`config.mk`:
```
export PLATFORM = sky130hd
export DESIGN_NAME = aging_peer_table_unit
export DESIGN_NICKNAME = d
export VERILOG_FILES = /design/src/sv/apt_pkg.sv /design/src/sv/apt_ram.sv /design/src/sv/apt_ctrl.sv /design/src/sv/apt_datapath.sv /design/src/sv/aging_peer_table_unit.sv
export SDC_FILE = /design/constraint.sdc
export NUM_CORES = 2
export LEC_CHECK = 0
export ABC_AREA = 1
export BUFFER_PORTS_ARGS = -buffer_cell sky130_fd_sc_hd__buf_4
export CAP_MARGIN = 20
export CORE_MARGIN = 1.5
export CORE_UTILIZATION = 45
export CTS_CLUSTER_DIAMETER = 50
export CTS_CLUSTER_SIZE = 28
export DETAILED_ROUTE_END_ITERATION = 16
export PLACE_DENSITY = 0.6
export SLEW_MARGIN = 10
export SYNTH_ARGS = -nofsm -noshare
export SYNTH_HDL_FRONTEND = slang
export SYNTH_SLANG_ARGS = --single-unit
```
`constraint.sdc`:
```
create_clock -name clk -period 17.48 [get_ports clk]
set_clock_uncertainty 0.15 [all_clocks]
set_input_delay 3.496 -clock clk [delete_from_list [all_inputs] [get_ports clk]]
set_output_delay 3.496 -clock clk [all_outputs]
set_load 0.05 [all_outputs]
```
`src/sv/apt_pkg.sv`:
```
// Shared types, constants and codes of the aging peer table.
package apt_pkg;

	localparam int PER_TYPE_LIMIT = 8;
	localparam int TABLE_DEPTH    = 2 * PER_TYPE_LIMIT;
	localparam int IDX_W          = $clog2(TABLE_DEPTH);
	localparam int TOTAL_W        = $clog2(TABLE_DEPTH + 1);
	localparam int KC_W           = $clog2(PER_TYPE_LIMIT + 1);

	localparam logic [31:0] TIMEOUT_RESET    = 32'd5000;
	localparam logic [15:0] FIXED_PORT_RESET = 16'd39051;

	localparam int PADDR_W = 3;
	localparam logic REG_TIMEOUT    = 1'b0;
	localparam logic REG_FIXED_PORT = 1'b1;

	typedef enum logic [2:0] {
		CMD_ADD     = 3'd0,
		CMD_QUERY   = 3'd1,
		CMD_REFRESH = 3'd2,
		CMD_SWEEP   = 3'd3,
		CMD_CLEAR   = 3'd4
	} cmd_code_t;

	typedef enum logic [1:0] {
		ST_IDLE,
		ST_WALK,
		ST_UPDATE,
		ST_DONE
	} state_t;

	typedef struct packed {
		logic [2:0]  command;
		logic        service_type;
		logic [31:0] ip_address;
		logic [15:0] port_number;
		logic [31:0] now_ms;
	} req_t;

	typedef struct packed {
		logic        matched;
		logic        inserted;
		logic        subscribe_request;
		logic [15:0] subscribe_port;
		logic [4:0]  entry_count;
		logic [3:0]  active_count;
		logic [4:0]  removed_count;
		logic        count_changed;
	} rsp_t;

	typedef struct packed {
		logic        kind;
		logic [31:0] address;
		logic [15:0] port;
		logic [31:0] last_seen;
	} entry_t;

	localparam int ENTRY_W = $bits(entry_t);

	// Controller to datapath.
	typedef struct packed {
		logic load;
		logic walk;
		logic update;
		logic emit;
	} ctrl_cmd_t;

	// Datapath to controller.
	typedef struct packed {
		logic needs_walk;
		logic walk_end;
		logic hit;
		logic out_free;
	} ctrl_status_t;

endpackage

```
`src/sv/apt_ram.sv`:
```
// Generic single-write, single-read RAM with registered read data.
module apt_ram #(
	parameter int WIDTH = 8,
	parameter int DEPTH = 16
) (
	input  logic                     clk,
	input  logic                     we,
	input  logic [$clog2(DEPTH)-1:0] waddr,
	input  logic [WIDTH-1:0]         wdata,
	input  logic [$clog2(DEPTH)-1:0] raddr,
	output logic [WIDTH-1:0]         rdata
);

	logic [WIDTH-1:0] mem_q [DEPTH];

	always_ff @(posedge clk) begin
		if (we) begin
			mem_q[waddr] <= wdata;
		end
		rdata <= mem_q[raddr];
	end

endmodule

```
`src/sv/apt_ctrl.sv`:
```
// Controller state machine of the aging peer table.
module apt_ctrl
	import apt_pkg::*;
(
	input  logic         clk,
	input  logic         arst_n,
	input  logic         req_valid,
	output logic         req_ready,
	input  ctrl_status_t status,
	output ctrl_cmd_t    cmd
);

	state_t state_q;
	state_t state_d;

	always_ff @(posedge clk or negedge arst_n) begin
		if (!arst_n) begin
			state_q <= ST_IDLE;
		end else begin
			state_q <= state_d;
		end
	end

	always_comb begin
		state_d   = state_q;
		cmd       = '0;
		req_ready = 1'b0;
		case (state_q)
			ST_IDLE: begin
				req_ready = 1'b1;
				if (req_valid) begin
					cmd.load = 1'b1;
					state_d  = status.needs_walk ? ST_WALK : ST_UPDATE;
				end
			end
			ST_WALK: begin
				cmd.walk = 1'b1;
				if (status.hit || status.walk_end) begin
					state_d = ST_UPDATE;
				end
			end
			ST_UPDATE: begin
				cmd.update = 1'b1;
				state_d    = ST_DONE;
			end
			ST_DONE: begin
				if (status.out_free) begin
					cmd.emit = 1'b1;
					state_d  = ST_IDLE;
				end
			end
			default: begin
				state_d = ST_IDLE;
			end
		endcase
	end

endmodule

```
`src/sv/apt_datapath.sv`:
```
// Datapath of the aging peer table: entry RAM, counters, walk and result register.
module apt_datapath
	import apt_pkg::*;
(
	input  logic         clk,
	input  logic         arst_n,
	input  req_t         req,
	input  logic [31:0]  timeout_ms,
	input  logic [15:0]  fixed_port,
	input  ctrl_cmd_t    cmd,
	output ctrl_status_t status,
	input  logic         rsp_ready,
	output logic         rsp_valid,
	output rsp_t         rsp
);

	// Item held for the whole operation.
	logic [2:0]         cmd_q;
	logic               kind_q;
	logic [31:0]        addr_q;
	logic [15:0]        mport_q;
	logic               use_port_q;
	logic [31:0]        now_q;

	// Walk pointers and the read pipeline.
	logic [TOTAL_W-1:0] rd_q;
	logic [TOTAL_W-1:0] wr_q;
	logic               pv_s1;
	logic [IDX_W-1:0]   idx_s1;

	// Table bookkeeping.
	logic [TOTAL_W-1:0] total_q;
	logic [TOTAL_W-1:0] before_q;
	logic [KC_W-1:0]    kc_q [2];

	// Per-item outcome.
	logic               matched_q;
	logic               inserted_q;
	logic               sub_q;
	logic [TOTAL_W-1:0] removed_q;

	rsp_t               out_q;
	logic               out_valid_q;

	logic               ram_we;
	logic [IDX_W-1:0]   ram_waddr;
	entry_t             ram_wdata;
	entry_t             rdata;

	logic               is_sweep;
	logic               issue;
	logic               hit_raw;
	logic               drop;
	logic               eval;
	logic               append_ok;
	logic [31:0]        age;
	rsp_t               rsp_d;

	apt_ram #(
		.WIDTH(ENTRY_W),
		.DEPTH(TABLE_DEPTH)
	) u_ram (
		.clk  (clk),
		.we   (ram_we),
		.waddr(ram_waddr),
		.wdata(ram_wdata),
		.raddr(rd_q[IDX_W-1:0]),
		.rdata(rdata)
	);

	assign is_sweep = (cmd_q == CMD_SWEEP);
	assign issue    = (rd_q < total_q);
	assign eval     = cmd.walk && pv_s1;
	assign age      = now_q - rdata.last_seen;
	assign drop     = (age > timeout_ms);
	assign hit_raw  = (rdata.kind == kind_q) && (rdata.address == addr_q)
		&& (!use_port_q || (rdata.port == mport_q));
	assign append_ok = (cmd_q == CMD_ADD) && !matched_q
		&& (kc_q[kind_q] < KC_W'(PER_TYPE_LIMIT))
		&& (total_q < TOTAL_W'(TABLE_DEPTH));

	assign status.needs_walk = (req.command == CMD_ADD) || (req.command == CMD_QUERY)
		|| (req.command == CMD_REFRESH) || (req.command == CMD_SWEEP);
	assign status.walk_end   = !pv_s1 && !issue;
	assign status.hit        = eval && !is_sweep && hit_raw;
	assign status.out_free   = !out_valid_q || rsp_ready;

	always_comb begin
		ram_we    = 1'b0;
		ram_waddr = idx_s1;
		ram_wdata = rdata;
		if (eval) begin
			if (is_sweep) begin
				ram_we    = !drop;
				ram_waddr = wr_q[IDX_W-1:0];
			end else if (hit_raw) begin
				ram_we              = 1'b1;
				ram_wdata.last_seen = now_q;
			end
		end else if (cmd.update && append_ok) begin
			ram_we    = 1'b1;
			ram_waddr = total_q[IDX_W-1:0];
			ram_wdata = '{kind: kind_q, address: addr_q, port: mport_q, last_seen: now_q};
		end
	end

	always_comb begin
		rsp_d                   = '0;
		rsp_d.matched           = matched_q;
		rsp_d.inserted          = inserted_q;
		rsp_d.subscribe_request = sub_q;
		rsp_d.subscribe_port    = sub_q ? mport_q : 16'd0;
		rsp_d.entry_count       = 5'(total_q);
		rsp_d.active_count      = (kc_q[0] != '0) ? 4'(kc_q[0]) : 4'(kc_q[1]);
		rsp_d.removed_count     = 5'(removed_q);
		rsp_d.count_changed     = (total_q != before_q);
	end

	// Item, walk index and result capture; payload only.
	always_ff @(posedge clk) begin
		if (cmd.load) begin
			cmd_q  <= req.command;
			kind_q <= req.service_type;
			addr_q <= req.ip_address;
			now_q  <= req.now_ms;
			case (req.command)
				CMD_ADD: begin
					mport_q    <= req.service_type ? req.port_number : fixed_port;
					use_port_q <= 1'b1;
				end
				CMD_REFRESH: begin
					mport_q    <= fixed_port;
					use_port_q <= !req.service_type;
				end
				default: begin
					mport_q    <= req.port_number;
					use_port_q <= 1'b1;
				end
			endcase
		end
		if (cmd.walk) begin
			idx_s1 <= rd_q[IDX_W-1:0];
		end
		if (cmd.emit) begin
			out_q <= rsp_d;
		end
	end

	always_ff @(posedge clk or negedge arst_n) begin
		if (!arst_n) begin
			rd_q        <= '0;
			wr_q        <= '0;
			pv_s1       <= 1'b0;
			total_q     <= '0;
			before_q    <= '0;
			kc_q[0]     <= '0;
			kc_q[1]     <= '0;
			matched_q   <= 1'b0;
			inserted_q  <= 1'b0;
			sub_q       <= 1'b0;
			removed_q   <= '0;
			out_valid_q <= 1'b0;
		end else begin
			if (cmd.load) begin
				rd_q       <= '0;
				wr_q       <= '0;
				pv_s1      <= 1'b0;
				before_q   <= total_q;
				matched_q  <= 1'b0;
				inserted_q <= 1'b0;
				sub_q      <= 1'b0;
				removed_q  <= '0;
			end
			if (cmd.walk) begin
				pv_s1 <= issue;
				if (issue) begin
					rd_q <= rd_q + 1'b1;
				end
			end
			if (eval) begin
				if (is_sweep) begin
					if (drop) begin
						removed_q <= removed_q + 1'b1;
						if (kc_q[rdata.kind] != '0) begin
							kc_q[rdata.kind] <= kc_q[rdata.kind] - 1'b1;
						end
					end else begin
						wr_q <= wr_q + 1'b1;
					end
				end else if (hit_raw) begin
					matched_q <= 1'b1;
				end
			end
			if (cmd.update) begin
				case (cmd_q)
					CMD_ADD: begin
						if (append_ok) begin
							kc_q[kind_q] <= kc_q[kind_q] + 1'b1;
							total_q      <= total_q + 1'b1;
							inserted_q   <= 1'b1;
							sub_q        <= (kc_q[kind_q] == '0);
						end
					end
					CMD_SWEEP: begin
						total_q <= wr_q;
					end
					CMD_CLEAR: begin
						removed_q <= total_q;
						total_q   <= '0;
						kc_q[0]   <= '0;
						kc_q[1]   <= '0;
					end
					default: begin
					end
				endcase
			end
			if (cmd.emit) begin
				out_valid_q <= 1'b1;
			end else if (rsp_ready) begin
				out_valid_q <= 1'b0;
			end
		end
	end

	assign rsp_valid = out_valid_q;
	assign rsp       = out_q;

	// The table never holds more entries than it has rows.
	a_total_bound: assert property (@(posedge clk) disable iff (!arst_n)
		total_q <= TOTAL_W'(TABLE_DEPTH))
		else $error("entry total above table depth");

	// Outside a walk or an update the two kind counts add up to the total.
	a_count_sum: assert property (@(posedge clk) disable iff (!arst_n)
		(!cmd.walk && !cmd.update) |->
		(({1'b0, kc_q[0]} + {1'b0, kc_q[1]}) == (KC_W + 1)'(total_q)))
		else $error("kind counts disagree with entry total");

	// Compaction never writes ahead of the entry being read.
	a_compact_order: assert property (@(posedge clk) disable iff (!arst_n)
		wr_q <= rd_q)
		else $error("sweep write pointer passed read pointer");

	// A new result is only loaded into a free output register.
	a_emit_free: assert property (@(posedge clk) disable iff (!arst_n)
		cmd.emit |-> (!out_valid_q || rsp_ready))
		else $error("result overwritten before it was taken");

endmodule

```
`src/sv/aging_peer_table_unit.sv`:
```
// Top level of the aging peer table: configuration registers and the two halves.
//
//  Channel   Direction  Handshake                         Word
//  req       in         req_valid / req_ready             req_t (command and peer)
//  rsp       out        rsp_valid / rsp_ready             rsp_t (flags and counts)
//  apb       in/out     psel, penable, pwrite, pready     timeout_ms, fixed_port
//
// Add, query, refresh and sweep walk the table before the update step: one entry is read
// per cycle through the RAM's registered read, and the walk ends once every entry has been
// evaluated. A match ends the walk early. Clear and unused commands skip the walk and go
// straight to the update step; a word is accepted in the cycle after the previous result is
// loaded. Reset empties the table and loads the register defaults.
// A result stalled in the output register holds the controller only once the next is ready.
module aging_peer_table_unit
	import apt_pkg::*;
(
	input  logic               clk,
	input  logic               arst_n,
	input  logic               req_valid,
	output logic               req_ready,
	input  req_t               req,
	output logic               rsp_valid,
	input  logic               rsp_ready,
	output rsp_t               rsp,
	input  logic               psel,
	input  logic               penable,
	input  logic               pwrite,
	input  logic [PADDR_W-1:0] paddr,
	input  logic [31:0]        pwdata,
	output logic [31:0]        prdata,
	output logic               pready
);

	logic [31:0]  timeout_q;
	logic [15:0]  fixed_port_q;
	logic         reg_sel;
	logic         cfg_write;
	ctrl_cmd_t    cmd;
	ctrl_status_t status;

	// Registers sit at byte addresses 0 and 4, so bit 2 selects between them.
	assign reg_sel   = paddr[2];
	assign pready    = 1'b1;
	assign cfg_write = psel && penable && pwrite && pready;

	always_ff @(posedge clk or negedge arst_n) begin
		if (!arst_n) begin
			timeout_q    <= TIMEOUT_RESET;
			fixed_port_q <= FIXED_PORT_RESET;
		end else if (cfg_write) begin
			if (reg_sel == REG_TIMEOUT) begin
				timeout_q <= pwdata;
			end else begin
				fixed_port_q <= pwdata[15:0];
			end
		end
	end

	// Reads return the register selected by the address.
	assign prdata = (reg_sel == REG_FIXED_PORT) ? {16'd0, fixed_port_q} : timeout_q;

	// The controller sequences load, walk, update and result hand-off.
	apt_ctrl u_ctrl (
		.clk      (clk),
		.arst_n   (arst_n),
		.req_valid(req_valid),
		.req_ready(req_ready),
		.status   (status),
		.cmd      (cmd)
	);

	// The datapath owns the entry RAM, the counts and the output register.
	apt_datapath u_datapath (
		.clk       (clk),
		.arst_n    (arst_n),
		.req       (req),
		.timeout_ms(timeout_q),
		.fixed_port(fixed_port_q),
		.cmd       (cmd),
		.status    (status),
		.rsp_ready (rsp_ready),
		.rsp_valid (rsp_valid),
		.rsp       (rsp)
	);

endmodule
```
==> Flow_metrics.wiki <==
{| class="wikitable"
! Metric !! Value
|-
| Fraction of registers with async set or reset after synthesis || 5.54%
|-
| Total count of max-transition violations in the final report || 0
|-
| Final-report hold violation count || 0
|-
| Count of buffering cells on the critical path with inverters included || 2
|-
| Clock sink count || 1588
|-
| Horizontal die dimension || 382 um
|-
| Clk pin slew, worst setup/hold paths || 60 ps
|-
| Crit Path Category || in -> out
|-
| Max-cap violation count || 0
|-
| GR Util All Layers || 23.4%
|-
| Count of flip-flops with a built-in enable after synthesis || 1419
|-
| Power density of the placed cells || 165 nW/um2
|-
| Sort of element at the end of the critical path || primary output
|-
| Routed via count || 41900
|-
| Highest ir drop seen on vdd || 0.113 mV
|-
| Most frequent cells in the layout || 1419 x edfxtp_1, 796 x o21ai_0, 777 x nor2_1, 599 x nand2_1, 284 x buf_4
|-
| Worst slew margin || 25.3%
|-
| Mean area per synthesized cell || 12.2 um2
|-
| Worst-path cell with the longest stage delay || buf_4
|-
| Drt via density || 5.66
|-
| Standard-cell row count || 138
|-
| Commonest non-fill, non-tap cell in the layout || edfxtp_1
|-
| Number of global-route vias before repair || 39600
|-
| Fin crit period || 8060 ps
|-
| Dominant synthesized flop cell || edfxtp_1
|-
| Die H || 382 um
|-
| Crit path cell chain || buf_4, nand2_1, o21ai_0, buf_4
|-
| Total Negative Setup Slacks || 0 ps
|-
| Final setup viols || 0
|-
| RePlAce Congestion || 0.872
|-
| Average wire per cell in the routed design || 23.4 um
|-
| Final-stage net count || 5600
|-
| Initial Util || 45.4%
|-
| CTS tree || done
|-
| Warnings, synthesis || 0
|-
| Fill cell instance count of the final layout || 12200
|-
| TritonRoute pass-1 iters || 5
|-
| Diodes inserted || 0
|-
| Worst path max stage delay || 390 ps
|-
| Growth of design area from synthesis to finish || 13.1%
|-
| Post-synthesis instance total || 5267
|-
| Initial antenna violation count || 0
|-
| Setup repair after global routing missed its margin || false
|-
| CP delay by family, top || buffers and inverters
|-
| Final cycle utilization of the critical path || 46.1%
|-
| Leakage || 25.5 nW
|-
| Post-synthesis net count || 5472
|-
| Netlist Area Pre-Place || 64500 um2
|-
| H-tree levels || 4
|-
| Final instance count without filler cells || 7400
|-
| Root cell of the clock tree || clkbuf_16
|-
| Cell occurring most often along the worst timing path || buf_4
|-
| DP Cell Count || 7136
|-
| Achievable Freq || 124 MHz
|-
| Longest Clk Path Bufs || 3
|-
| Worst Hold Class || reg -> reg
|-
| Worst skew pair latency || 780 ps
|-
| Final routed DRC violation total || 0
|-
| Standard cell core area || 142000 um2
|-
| Post-cts resize count || 0
|-
| Worst endpoint required time || 13830 ps
|-
| Yosys reg bits || 1588
|-
| Crit path max fanout || 49
|-
| Worst Tran Pin Value || 1120 ps
|-
| Share of final-layout standard cells stronger than drive strength 1 || 10.9%
|-
| Total global routing overflow || 0
|-
| TritonCTS Buffers || 137
|-
| Arrival time of the worst setup path || 4410 ps
|-
| I/O pin count || 195
|-
| Count of hold-fix buffers inserted at cts || 0
|-
| Sequential area share after synthesis || 72.0%
|-
| Post-Route WL || 173000 um
|-
| Pin count of the biggest net entering global routing || 171
|-
| Port Buffer Count || 191
|-
| Post-CTS setup buffer count || 0
|-
| Number of DRC markers in iteration 0 || 4519
|-
| Result of the run || completed
|-
| Area enclosed by the die boundary || 146000 um2
|-
| Wire length of the first global-routing pass || 255000 um
|-
| Startpoint Class || input port
|-
| Total half-perimeter wirelength after legalization and detailed placement || 91500 um
|-
| Cell variety after synth || 54
|-
| Remaining antenna violation count || 0
|}
==> cell families (layout without fill, tap and decap cells) <==
| family | after synthesis | after routing | synth area share [%] |
|---|---|---|---|
| XOR/XNOR | 67 | 67 | 0.910 |
| multiplexers | 17 | 17 | 0.266 |
| adder cells (fa/ha/maj) | 79 | 79 | 1.54 |
| buffers and inverters | 558 | 801 | 3.37 |
| AO/OA/AOI/OAI | 1330 | 1330 | 11.8 |
| other | 1 | 1 | 0.00582 |
| flip-flops | 1588 | 1588 | 72.0 |
| AND/OR/NAND/NOR | 1627 | 1627 | 10.1 |
==> per-layer routing <==
metal / up-vias / share of wire, % / global-route usage [%]
li1: 19300 / - / -
met1: 20800 / 43 / 32.8
met2: 1493 / 48 / 38.0
met3: 264 / 6.5 / 3.05
met4: 0 / 2.8 / 7.34
met5: - / 0 / 0
==> power by group <==
group / internal (W) / total (W) / switching (W)
clock network: 0.00174 / 0.00324 / 0.00150
registers: 0.00494 / 0.00514 / 0.000203
logic: 0.00103 / 0.00367 / 0.00263
total: 0.00770 / 0.0120 / 0.00434
==> worst register-to-register path, cell delays in order, from the launching register on <==
cell and delay (ps):
edfxtp_1 450, ha_1 420, nand3_1 110, nand2_1 130, a21oi_1 150, o21ai_0 660, nand2_1 100, nand2_1 160
nand3_1 90, nand2_1 140, xor2_1 80, ha_1 300, nand2_1 90, nor2_1 150, nand4_1 200, nor2_1 620
inv_1 240, nand2_2 210, nand2_2 140, nand2_1 160, nand2_1 250, nor2_4 890, buf_4 770, buf_4 760
==> state kept, by name, indices dropped and copies added (netlist names), 8 cells and up <==
name / cells
u_datapath.u_ram.mem_q: 1296
u_datapath.u_ram.rdata: 81
u_datapath.rsp: 34
timeout_q: 32
u_datapath.addr_q: 32
u_datapath.now_q: 32
fixed_port_q: 16
u_datapath.mport_q: 16
u_datapath.kc_q: 8
==> final cells by class <==
cell class	count	area (um2)	area share, %
sequential	1588	46500	63.7
multi-input combinational	3121	16000	21.9
clock buffer	157	3680	5.05
tap	1890	2360	3.24
timing repair buffer	289	2250	3.08
clock inverter	97	1170	1.60
inverter	258	996	1.37
==> stage by stage <==
stage          worst slack, ps  util (%)  total power, W  area, um2  hold WS (ps)
4_1_cts                   9430      51.3          0.0121      72800           316
5_1_grt                   9280      51.4          0.0127      72900           345
3_5_place_dp              9420      47.9         0.00884      67900           290
2_1_floorplan             9060         -         0.00760      64500           273
3_3_place_gp              9430      47.9         0.00878      67900           285
6_report                  9420      51.4          0.0120      72900           316
==> final timing paths <==
path,startpoint,endpoint,slack (ps),cells after the start
setup / recovery,paddr[2],prdata[3],9420,4
hold / removal,u_datapath.inserted_q$_DFF_PN0_,u_datapath.rsp[32]$_DFFE_PP_,320,0
setup reg to reg,u_datapath.now_q[2]$_DFFE_PP_,u_datapath.u_ram.mem_q[13][37]$_DFFE_PP_,9670,23
hold reg to reg,u_datapath.inserted_q$_DFF_PN0_,u_datapath.rsp[32]$_DFFE_PP_,320,0
max in group asynchronous,arst_n,u_datapath.rd_q[0]$_DFF_PN0_,13400,2
min in group asynchronous,arst_n,fixed_port_q[2]$_DFFE_PN0P_,2540,1
==> synthesized netlist by cell type, drive strengths merged, types with 12 or more instances <==
cell type | number | area (um2)
nand4 | 16 | 100
mux2i | 16 | 160
o221ai | 124 | 1090
ha | 78 | 976
o211ai | 43 | 323
a21oi | 87 | 454
inv | 256 | 966
edfxtp | 1419 | 42600
dfrtp | 76 | 1900
nor2 | 802 | 3050
nand2 | 606 | 2290
buf | 49 | 255
dfstp | 12 | 315
nor3 | 13 | 76.3
dfxtp | 81 | 1620
xor2 | 42 | 368
clkbuf | 251 | 942
o22ai | 206 | 1290
o21ai | 833 | 4170
nand3 | 182 | 923
xnor2 | 25 | 219
Note: power is estimated with default switching activity, not from simulation.
